--- src/hw/rtl/bhrw_ram.sv ---
// Generic single-port-write, single-port-read RAM with registered read data.
module bhrw_ram #(
    parameter int WIDTH = 8,
    parameter int DEPTH = 16
) (
    input  logic                                    aclk,
    input  logic                                    we,
    input  logic [(DEPTH > 1 ? $clog2(DEPTH) : 1)-1:0] waddr,
    input  logic [WIDTH-1:0]                        wdata,
    input  logic                                    re,
    input  logic [(DEPTH > 1 ? $clog2(DEPTH) : 1)-1:0] raddr,
    output logic [WIDTH-1:0]                        rdata
);

    logic [WIDTH-1:0] mem [DEPTH];

    always_ff @(posedge aclk) begin
        if (we) begin
            mem[waddr] <= wdata;
        end
        if (re) begin
            rdata <= mem[raddr];
        end
    end

endmodule

--- config.mk ---
export PLATFORM = sky130hd
export DESIGN_NAME = bhrw_ram
export DESIGN_NICKNAME = d
export VERILOG_FILES = /design/src/hw/rtl/bhrw_ram.sv
export SDC_FILE = /design/constraint.sdc
export NUM_CORES = 1
export LEC_CHECK = 0
export BUFFER_PORTS_ARGS = -buffer_cell sky130_fd_sc_hd__buf_4
export CORE_MARGIN = 1
export CORE_UTILIZATION = 40
export CTS_CLUSTER_DIAMETER = 30
export CTS_CLUSTER_SIZE = 28
export DETAILED_ROUTE_END_ITERATION = 16
export PLACE_DENSITY = 0.64
export SETUP_SLACK_MARGIN = 0.5
export SLEW_MARGIN = 20
export SYNTH_ARGS = -nofsm -noshare
export SYNTH_HDL_FRONTEND = slang
export SYNTH_SLANG_ARGS = --single-unit
--- constraint.sdc ---
create_clock -name aclk -period 2.2 [get_ports aclk]
set_clock_uncertainty 0.2 [all_clocks]
set_input_delay 0.44 -clock aclk [delete_from_list [all_inputs] [get_ports aclk]]
set_output_delay 0.44 -clock aclk [all_outputs]
set_load 0.01 [all_outputs]
==> flow_summary_export.csv, run 1 <==
group,metric,value,unit
run_status,outcome,"finished clean",
logic_synthesis,postSynthCellCount,229,
logic_synthesis,synth-edff-count,136,
clock_tree,cts_inserted_buffers,17,
layout,final_area,6470,µm²
layout,areaGrowthSynthToFinish,23.7,%
logic_synthesis,synth_top_family_by_area,"multiplexers",
worst_setup_path,crit_slowest_cell,"mux4_2",
floorplanning,ios,27,
placed_design,finalWeightedCongestion,0.732,
min_path,min_from,"re",
floorplanning,die_y,116,µm
floorplanning,start_util,0.413,
global_route,grt_max_degree,17,
sta,fin_ws,525,ps
min_path,hold_class,"in2reg",
clock_tree,clkTransAtPathRegs,60,ps
global_route,grt_overflow,0,
worst_setup_path,crit_cells,3,
sta,fin_crit_sh,0.762,
logic_synthesis,synth_ff_type,"edfxtp_1",
clock_tree,cts_tree,"built",
pwr,pwr-share-seq,0.472,
logic_synthesis,synth_compound_area_frac,0.0230,
worst_setup_path,crit_arrival,1620,ps
sta,hold_ws,132,ps
logic_synthesis,ys_types,18,
clock_tree,cts_buffer_depth,2,
pwr,switching_share,0.200,
sta,slew_headroom,0.668,
global_route,grt_pass1_wl,15900,µm
detailed_routing,vias,2478,
pwr,internal-power,4.97,mW
worst_setup_path,reg2reg_from,"mem[3][7]$_DFFE_PP_",
logic_synthesis,synth_top_area_frac,0.781,
layout,nets,310,
clock_tree,htree_num_levels,4,
logic_synthesis,synthArstFlopShare,0,
clock_tree,cts_num_sinks,136,
pwr,pwr-share-comb,0.052,
logic_synthesis,synth-xor-area-share,0,
detailed_routing,wl_per_cell,21.7,µm
logic_synthesis,synthesis.nets,248,
sta,worst_slew_pin_slew,498,ps
worst_setup_path,crit_family,"multiplexers",
pwr,power_density,962,nW/µm²
logic_synthesis,synth_top_area_cell,"edfxtp_1",
worst_setup_path,setup.worst_path.start_class,"flip-flop",
floorplanning,rows,41,
clock_tree,clk_latency,410,ps
detailed_routing,drc,0,
sta,rsz0062_at_grt,"no",
global_route,grt_pass1_vias,2574,
sta,fmax,0.597,GHz
clock_tree,cts_root_buf,"clkbuf_16",
detailed_routing,drt_wl_total,10300,µm
worst_setup_path,path_buf_inv,0,
floorplanning,die_w,116,µm
clock_tree,postCtsHoldBufs,0,
logic_synthesis,ys_ff_latch,136,
sta,hold_violations,0,
worst_setup_path,worstPathRequired,2140,ps
worst_setup_path,worstSetupPathType,"reg2reg",
placed_design,port_buffers,26,
detailed_routing,postRouteAntennaNets,0,
worst_setup_path,end_kind,"flip-flop",
floorplanning,die-area,13500,µm²
logic_synthesis,yosys.cell_count.top_type,"edfxtp_1",
layout,diodes,0,
layout,regArea,4080,µm²
worst_setup_path,crit_path_cell_trace,"mux4_2 -> a22oi_2 -> nand2_1",
sta,final_max_slew_viol_count,0,
placed_design,place_hpwl,6680,µm
logic_synthesis,syn_area_per_cell,22.8,µm²
logic_synthesis,ys_top_cells_by_area,"edfxtp_1 (78%), mux4_2 (7.8%), mux4_1 (7.0%), a22oi_1 (2.3%), nor2_1 (0.93%)",
logic_synthesis,synthMuxAreaShare,0.148,
worst_setup_path,r2r_end,"rdata[7]$_DFFE_PP_",
worst_setup_path,crit_fanout,1,
worst_setup_path,rrSetupSlack,520,ps
global_route,grt_usage,0.174,
layout,fill_cells,974,
worst_setup_path,cp_slowest_stage_delay,500,ps
layout,multi_input_comb_area,1080,µm²
pwr,clock_power_share,0.476,
clock_tree,post_cts_buffers,0,
sta,fin_crit,1680,ps
pwr,power.leakage,2.16,nW
detailed_routing,viasPerCell,5.21,
layout,final_layout_size_suffix_gt1_frac,0.428,
pwr,switchingPower,1.25,mW
logic_synthesis,yosys.area_share.adder,0,
logic_synthesis,synth-seq-area-share,0.781,
detailed_routing,first_iter_violations,235,
sta,finalSetupViolCount,0,
placed_design,dpl_cell_area,5760,µm²
logic_synthesis,synthTopCellsByCount,"edfxtp_1 (136), mux4_2 (18), a22oi_1 (16)",
floorplanning,core-area,12700,µm²
layout,final_cells,476,
detailed_routing,dr.pass1.iters,4,
layout,utilization,0.510,
logic_synthesis,synth_area,5230,µm²
worst_setup_path,reg2reg_depth,3,
min_path,hold_end,"rdata[0]$_DFFE_PP_",
global_route,antenna_found_initial,0,
run,cap_violations,0,
placed_design,preCtsSetupSlack,-56.0,ps
placed_design,dpl.cell_count,443,
logic_synthesis,yosys.area_share.simple,0.0314,
pwr,ir_worst_vdd,542,µV
min_path,hold_path_depth,1,
logic_synthesis,yosys_warnings,0,
[layout make-up]
class                           instances  area share
Sequential cell                       136       0.631
Multi-Input combinational cell         83       0.167
Timing Repair Buffer                   53      0.0718
Clock buffer                           17      0.0658
Tap cell                              172      0.0333
Clock inverter                         15      0.0308
[repair_timing]
action | 4_1_cts | 5_1_grt
gates cloned | 1 | 0
gates resized for setup | 4 | 7
setup endpoints to repair | 6 | 6
[worst max-delay path by stage]
stage	start	endpoint	slack [ps]
3_3_place_gp	raddr[0]	rdata[4]$_DFFE_PP_	-40
3_5_place_dp	raddr[0]	rdata[4]$_DFFE_PP_	-60
4_1_cts	mem[3][7]$_DFFE_PP_	rdata[7]$_DFFE_PP_	510
5_1_grt	mem[3][7]$_DFFE_PP_	rdata[7]$_DFFE_PP_	490
6_report	mem[3][7]$_DFFE_PP_	rdata[7]$_DFFE_PP_	520
2_1_floorplan	raddr[0]	rdata[1]$_DFFE_PP_	360
[layout by cell type (no fill, tap or decap)]
master | netlist | final
nand2b_1 | 2 | 2
clkinv_2 | 0 | 3
nand2_1 | 9 | 9
clkbuf_16 | 0 | 17
and2_1 | 1 | 1
nor3_2 | 0 | 3
inv_6 | 0 | 3
bufinv_16 | 0 | 4
or3b_4 | 0 | 1
nor2b_1 | 1 | 1
nand3b_1 | 2 | 2
a22oi_2 | 0 | 7
clkinv_4 | 0 | 3
edfxtp_1 | 136 | 136
nor2_1 | 13 | 10
a22oi_1 | 16 | 9
buf_12 | 0 | 3
buf_4 | 1 | 48
mux4_1 | 14 | 1
nor3_4 | 0 | 1
nor2_2 | 0 | 3
bufbuf_16 | 0 | 1
mux4_2 | 18 | 31
nand3_1 | 1 | 1
clkinv_1 | 0 | 1
clkinvlp_4 | 0 | 1
and2b_1 | 1 | 1
buf_6 | 3 | 1
[flip-flops by register name, summed over array words and instances (netlist names)]
signal	flops
mem	128
rdata	8
[metrics by stage]
stage               setup TNS (ps)  total power [mW]
detailed placement           -56.0              3.30
floorplan                        0              3.15
global placement             -44.9              3.29
finish                           0              6.22
global route                     0              6.39
CTS                              0              6.25
[layer usage]
| layer | share of wire | vias to the layer above | wire, µm | global-route usage |
|---|---|---|---|---|
| li1 | - | 1095 | - | - |
| met1 | 0.44 | 1282 | 4600 | 0.243 |
| met2 | 0.49 | 90 | 5040 | 0.265 |
| met3 | 0.053 | 11 | 550 | 0.0343 |
| met4 | 0.014 | 0 | 146 | 0.0812 |
| met5 | 0 | - | 0 | 0 |
[power by group through the flow]
| stage | Combinational (mW) | Sequential, mW | Clock [mW] |
|---|---|---|---|
| floorplan | 0.163 | 2.99 | 0 |
| global placement | 0.300 | 2.99 | 0 |
| detailed placement | 0.306 | 2.99 | 0 |
| CTS | 0.319 | 2.94 | 2.99 |
| global route | 0.349 | 2.94 | 3.10 |
| finish | 0.323 | 2.94 | 2.96 |
[logic make-up after synthesis]
family	after synthesis
DFF	136
and+or+nand+nor	35
muxes	32
buffers and inverters	10
AOI/OAI and AO/OA	16
Note: power is estimated with default switching activity, not from simulation.
==> run 2: changes to the inputs <==
clock period = 1.45 ns   (was 2.2 ns; I/O delays follow)
==> flow_summary_export.csv, run 2 (synthesis results as in run 1) <==
group,metric,value,unit
clock_tree,clk_latency,410,ps
pwr,p_total,9.23,mW
sta,fmax,0.621,GHz
pwr,switchingPower,1.83,mW
layout,reg_top3,"mem x128, rdata x8",
clock_tree,cts_tree,"built",
layout,fill_cells,949,
pwr,pwr-share-seq,0.483,
detailed_routing,first_iter_violations,193,
layout,regMostFlops,"mem",
layout,diodes,0,
pwr,power.leakage,2.34,nW
sta,slew_headroom,0.425,
min_path,hold_class,"in2reg",
pwr,pwr-share-comb,0.068,
worst_setup_path,worstSetupPathType,"reg2reg",
detailed_routing,postRouteAntennaNets,0,
detailed_routing,viasPerCell,5.19,
sta,hold_ws,-25.4,ps
pwr,power_density,1320,nW/µm²
floorplanning,die-area,13500,µm²
worst_setup_path,crit_fanout,1,
layout,final_cell_mix,"edfxtp_1 (136), buf_4 (33), mux4_2 (32), buf_6 (23), buf_12 (19)",
sta,final_max_slew_viol_count,0,
clock_tree,cts_buffer_depth,2,
layout,nets,334,
floorplanning,rows,41,
clock_tree,cts_num_sinks,136,
global_route,grt_max_degree,19,
layout,largest_register_ffs,128,
sta,fin_crit_sh,1.11,
detailed_routing,drc,0,
sta,rsz0062_at_grt,"yes",
placed_design,port_buffers,26,
sta,tns,-1090,ps
floorplanning,die_y,116,µm
worst_setup_path,reg2reg_depth,3,
run,cap_violations,0,
floorplanning,start_util,0.413,
floorplanning,ios,27,
detailed_routing,drt_wl_total,10700,µm
clock_tree,cts_inserted_buffers,17,
floorplanning,die_w,116,µm
worst_setup_path,setup.worst_path.start_class,"flip-flop",
clock_tree,cts_root_buf,"clkbuf_16",
global_route,grt_usage,0.185,
placed_design,finalWeightedCongestion,0.706,
worst_setup_path,end_kind,"flip-flop",
pwr,clock_power_share,0.449,
global_route,grt_pass1_vias,2823,
global_route,grt_pass1_wl,16900,µm
placed_design,preCtsSetupSlack,-585,ps
min_path,hold_path_depth,1,
sta,fin_crit,1610,ps
pwr,internal-power,7.40,mW
detailed_routing,wl_per_cell,21.5,µm
placed_design,place_hpwl,7120,µm
run_status,outcome,"complete, but fails checks",
floorplanning,core-area,12700,µm²
worst_setup_path,worstPathRequired,1400,ps
layout,final_layout_size_suffix_gt1_frac,0.500,
layout,areaGrowthSynthToFinish,34.0,%
detailed_routing,dr.pass1.iters,4,
global_route,grt_overflow,0,
clock_tree,clkTransAtPathRegs,60,ps
sta,finalSetupViolCount,10,
sta,hold_violations,38,
layout,multi_input_comb_area,1220,µm²
sta,worst_slew_pin_slew,860,ps
worst_setup_path,crit_arrival,1570,ps
pwr,switching_share,0.198,
run_status,violations,"hold timing, setup timing",
sta,fin_ws,-160,ps
layout,final_common_cell,"edfxtp_1",
global_route,antenna_found_initial,0,
detailed_routing,vias,2597,
pwr,ir_worst_vdd,747,µV
clock_tree,htree_num_levels,4,
layout,regArea,4080,µm²
-- run 2: changes by cell type in the layout (fill, tap and decap cells not counted), sizes merged --
cell / delta
clkinv: +2
inv: -3
bufbuf: -1
bufinv: -1
clkbuf: +2
buf: +25
-- run 2: layer usage --
| metal | vias to the layer above | wire [µm] | track usage |
|---|---|---|---|
| met5 | - | 0 | 0 |
| met4 | 0 | 225 | 0.0863 |
| met3 | 18 | 528 | 0.0451 |
| met2 | 82 | 5450 | 0.293 |
| met1 | 1350 | 4550 | 0.241 |
| li1 | 1147 | - | - |
-- run 2: metrics by stage --
step	instances	area (µm²)	utilization	hold WS, ps
after floorplan	229	5380	-	189
after global placement	465	6270	0.495	396
after detailed placement	465	6270	0.495	404
after CTS	499	6980	0.551	-30.5
after global routing	500	7010	0.553	-35.2
final	500	7010	0.553	-25.4
-- run 2: path summary, 6_finish.rpt --
path                              to                 start  slack (ps)
hold reg to reg   rdata[6]$_DFFE_PP_  mem[14][6]$_DFFE_PP_         540
setup / recovery  rdata[0]$_DFFE_PP_   mem[3][0]$_DFFE_PP_        -160
hold / removal    rdata[2]$_DFFE_PP_                    re         -30
setup reg to reg  rdata[0]$_DFFE_PP_   mem[3][0]$_DFFE_PP_        -160
-- run 2: final cells by class --
| cell class | count | area share |
|---|---|---|
| Clock buffer | 19 | 0.0618 |
| Sequential cell | 136 | 0.583 |
| Timing Repair Buffer | 77 | 0.131 |
| Multi-Input combinational cell | 83 | 0.174 |
| Clock inverter | 13 | 0.0193 |
| Tap cell | 172 | 0.0307 |
-- run 2: what timing repair did --
action,in CTS,in global routing
buffers inserted,2,1
hold endpoints to repair,124,27
pin swaps,9,3
setup endpoints to repair,144,144
cloned,0,0
resized for setup,33,5
-- run 2: critical path, cell delays in order, from the launching register on --
cell,delay [ps]
edfxtp_1,370
mux4_2,500
a22oi_2,210
nand2_1,80
-- run 2: power groups by stage --
stage,Sequential [mW],Clock [mW],Combinational [mW]
finish,4.46,4.15,0.626
global route,4.47,4.38,0.669
CTS,4.46,4.21,0.625
detailed placement,4.54,0,0.579
global placement,4.53,0,0.570
floorplan,4.54,0,0.272
==> run 3: changes to the inputs <==
CAP_MARGIN = 5   (was not set)
PLACE_DENSITY = 0.62   (was 0.64)
clock period = 1.8 ns   (was 1.45 ns; I/O delays follow)
==> flow_summary_export.csv, run 3 (synthesis results as in run 1) <==
group,metric,value,unit
run_status,outcome,"finished clean",
clock_tree,clk_latency,410,ps
global_route,grt_pass1_vias,2577,
global_route,grt_overflow,0,
layout,regMostFlops,"mem",
layout,reg_top3,"mem x128, rdata x8",
worst_setup_path,crit_family,"multiplexers",
min_path,hold_class,"in2reg",
detailed_routing,vias,2386,
global_route,grt_pass1_wl,14800,µm
clock_tree,cts_inserted_buffers,17,
detailed_routing,dr.pass1.iters,4,
clock_tree,cts_num_sinks,136,
global_route,grt_usage,0.159,
layout,final_common_cell,"edfxtp_1",
floorplanning,die_w,116,µm
pwr,ir_worst_vdd,608,µV
global_route,antenna_found_initial,0,
floorplanning,rows,41,
placed_design,port_buffers,26,
detailed_routing,viasPerCell,5.06,
sta,fin_ws,217,ps
layout,diodes,0,
floorplanning,die-area,13500,µm²
floorplanning,die_y,116,µm
layout,largest_register_ffs,128,
worst_setup_path,setup.worst_path.start_class,"flip-flop",
placed_design,finalWeightedCongestion,0.728,
layout,final_cell_mix,"edfxtp_1 (136), mux4_2 (32), buf_4 (24), clkbuf_16 (17), buf_6 (13)",
clock_tree,cts_tree,"built",
worst_setup_path,path_buf_inv,0,
pwr,power.leakage,2.19,nW
worst_setup_path,crit_fanout,1,
layout,nets,306,
clock_tree,clkTransAtPathRegs,60,ps
worst_setup_path,crit_path_cell_trace,"mux4_2 -> a22oi_2 -> nand2_1",
detailed_routing,drt_wl_total,9430,µm
sta,hold_violations,0,
clock_tree,cts_root_buf,"clkbuf_16",
sta,fin_crit_sh,0.880,
clock_tree,htree_num_levels,4,
global_route,grt_max_degree,17,
worst_setup_path,crit_arrival,1540,ps
detailed_routing,wl_per_cell,20.0,µm
pwr,power_density,1160,nW/µm²
worst_setup_path,worstSetupPathType,"reg2reg",
pwr,p_total,7.85,mW
worst_setup_path,worstPathRequired,1760,ps
detailed_routing,first_iter_violations,140,
sta,slew_headroom,0.402,
clock_tree,cts_buffer_depth,2,
sta,worst_slew_pin_slew,895,ps
worst_setup_path,crit_slowest_cell,"mux4_2",
detailed_routing,drc,0,
sta,finalSetupViolCount,0,
layout,final_layout_size_suffix_gt1_frac,0.463,
placed_design,preCtsSetupSlack,-203,ps
floorplanning,ios,27,
worst_setup_path,end_kind,"flip-flop",
worst_setup_path,cp_slowest_stage_delay,500,ps
sta,rsz0062_at_grt,"yes",
placed_design,place_hpwl,6340,µm
sta,fmax,0.632,GHz
run,cap_violations,0,
sta,final_max_slew_viol_count,0,
layout,areaGrowthSynthToFinish,29.1,%
floorplanning,core-area,12700,µm²
layout,utilization,0.532,
sta,fin_crit,1580,ps
floorplanning,start_util,0.413,
detailed_routing,postRouteAntennaNets,0,
-- run 3: cell count changes in the layout (fill, tap and decap cells not counted), sizes merged --
| cell | previous run | this run |
|---|---|---|
| inv | 0 | 1 |
| clkinv | 9 | 5 |
| buf | 77 | 49 |
| bufinv | 3 | 6 |
-- run 3: layer usage --
| metal | track usage | vias up | wire [µm] |
|---|---|---|---|
| met5 | 0 | - | 0 |
| met4 | 0.0538 | 0 | 86 |
| met3 | 0.0488 | 7 | 534 |
| met2 | 0.257 | 70 | 4820 |
| met1 | 0.206 | 1221 | 3990 |
| li1 | - | 1088 | - |
-- run 3: worst paths after layout --
check,start,end,slack [ps],cells after the start
worst max register to register,mem[11][0]$_DFFE_PP_,rdata[0]$_DFFE_PP_,220,3
worst max-delay path,mem[11][0]$_DFFE_PP_,rdata[0]$_DFFE_PP_,220,3
worst min-delay path,wdata[4],mem[5][4]$_DFFE_PP_,50,1
worst min register to register,mem[6][7]$_DFFE_PP_,rdata[7]$_DFFE_PP_,550,3
-- run 3: area by class of cell --
class                           count  area (µm²)
Timing Repair Buffer               49         567
Tap cell                          172         215
Multi-Input combinational cell     83        1220
Sequential cell                   136        4080
Clock buffer                       19         433
Clock inverter                     13         225
Fill cell                         996        5920
-- run 3: report_power, final --
| part | switching, mW | internal [mW] |
|---|---|---|
| clock | 1.24 | 2.59 |
| sequential | 0.0223 | 3.57 |
| combinational | 0.222 | 0.212 |
| total | 1.48 | 6.37 |
-- run 3: per-stage QoR --
stage / cells / setup TNS, ps / hold slack (ps) / area (µm²)
after floorplan: 229 / 0 / 259 / 5380
after global placement: 434 / -1460 / 469 / 5890
after detailed placement: 434 / -1520 / 470 / 5890
after CTS: 472 / 0 / 41.2 / 6700
after global routing: 472 / 0 / 48.4 / 6750
final: 472 / 0 / 50.1 / 6750
-- run 3: repair_timing --
item / 4_1_cts / 5_1_grt
hold endpoints to repair: 0 / 0
resized for setup: 15 / 9
endpoints found under the setup margin: 87 / 41
buffers inserted: 6 / 0
pin swaps: 10 / 7
hold buffers: 0 / 0
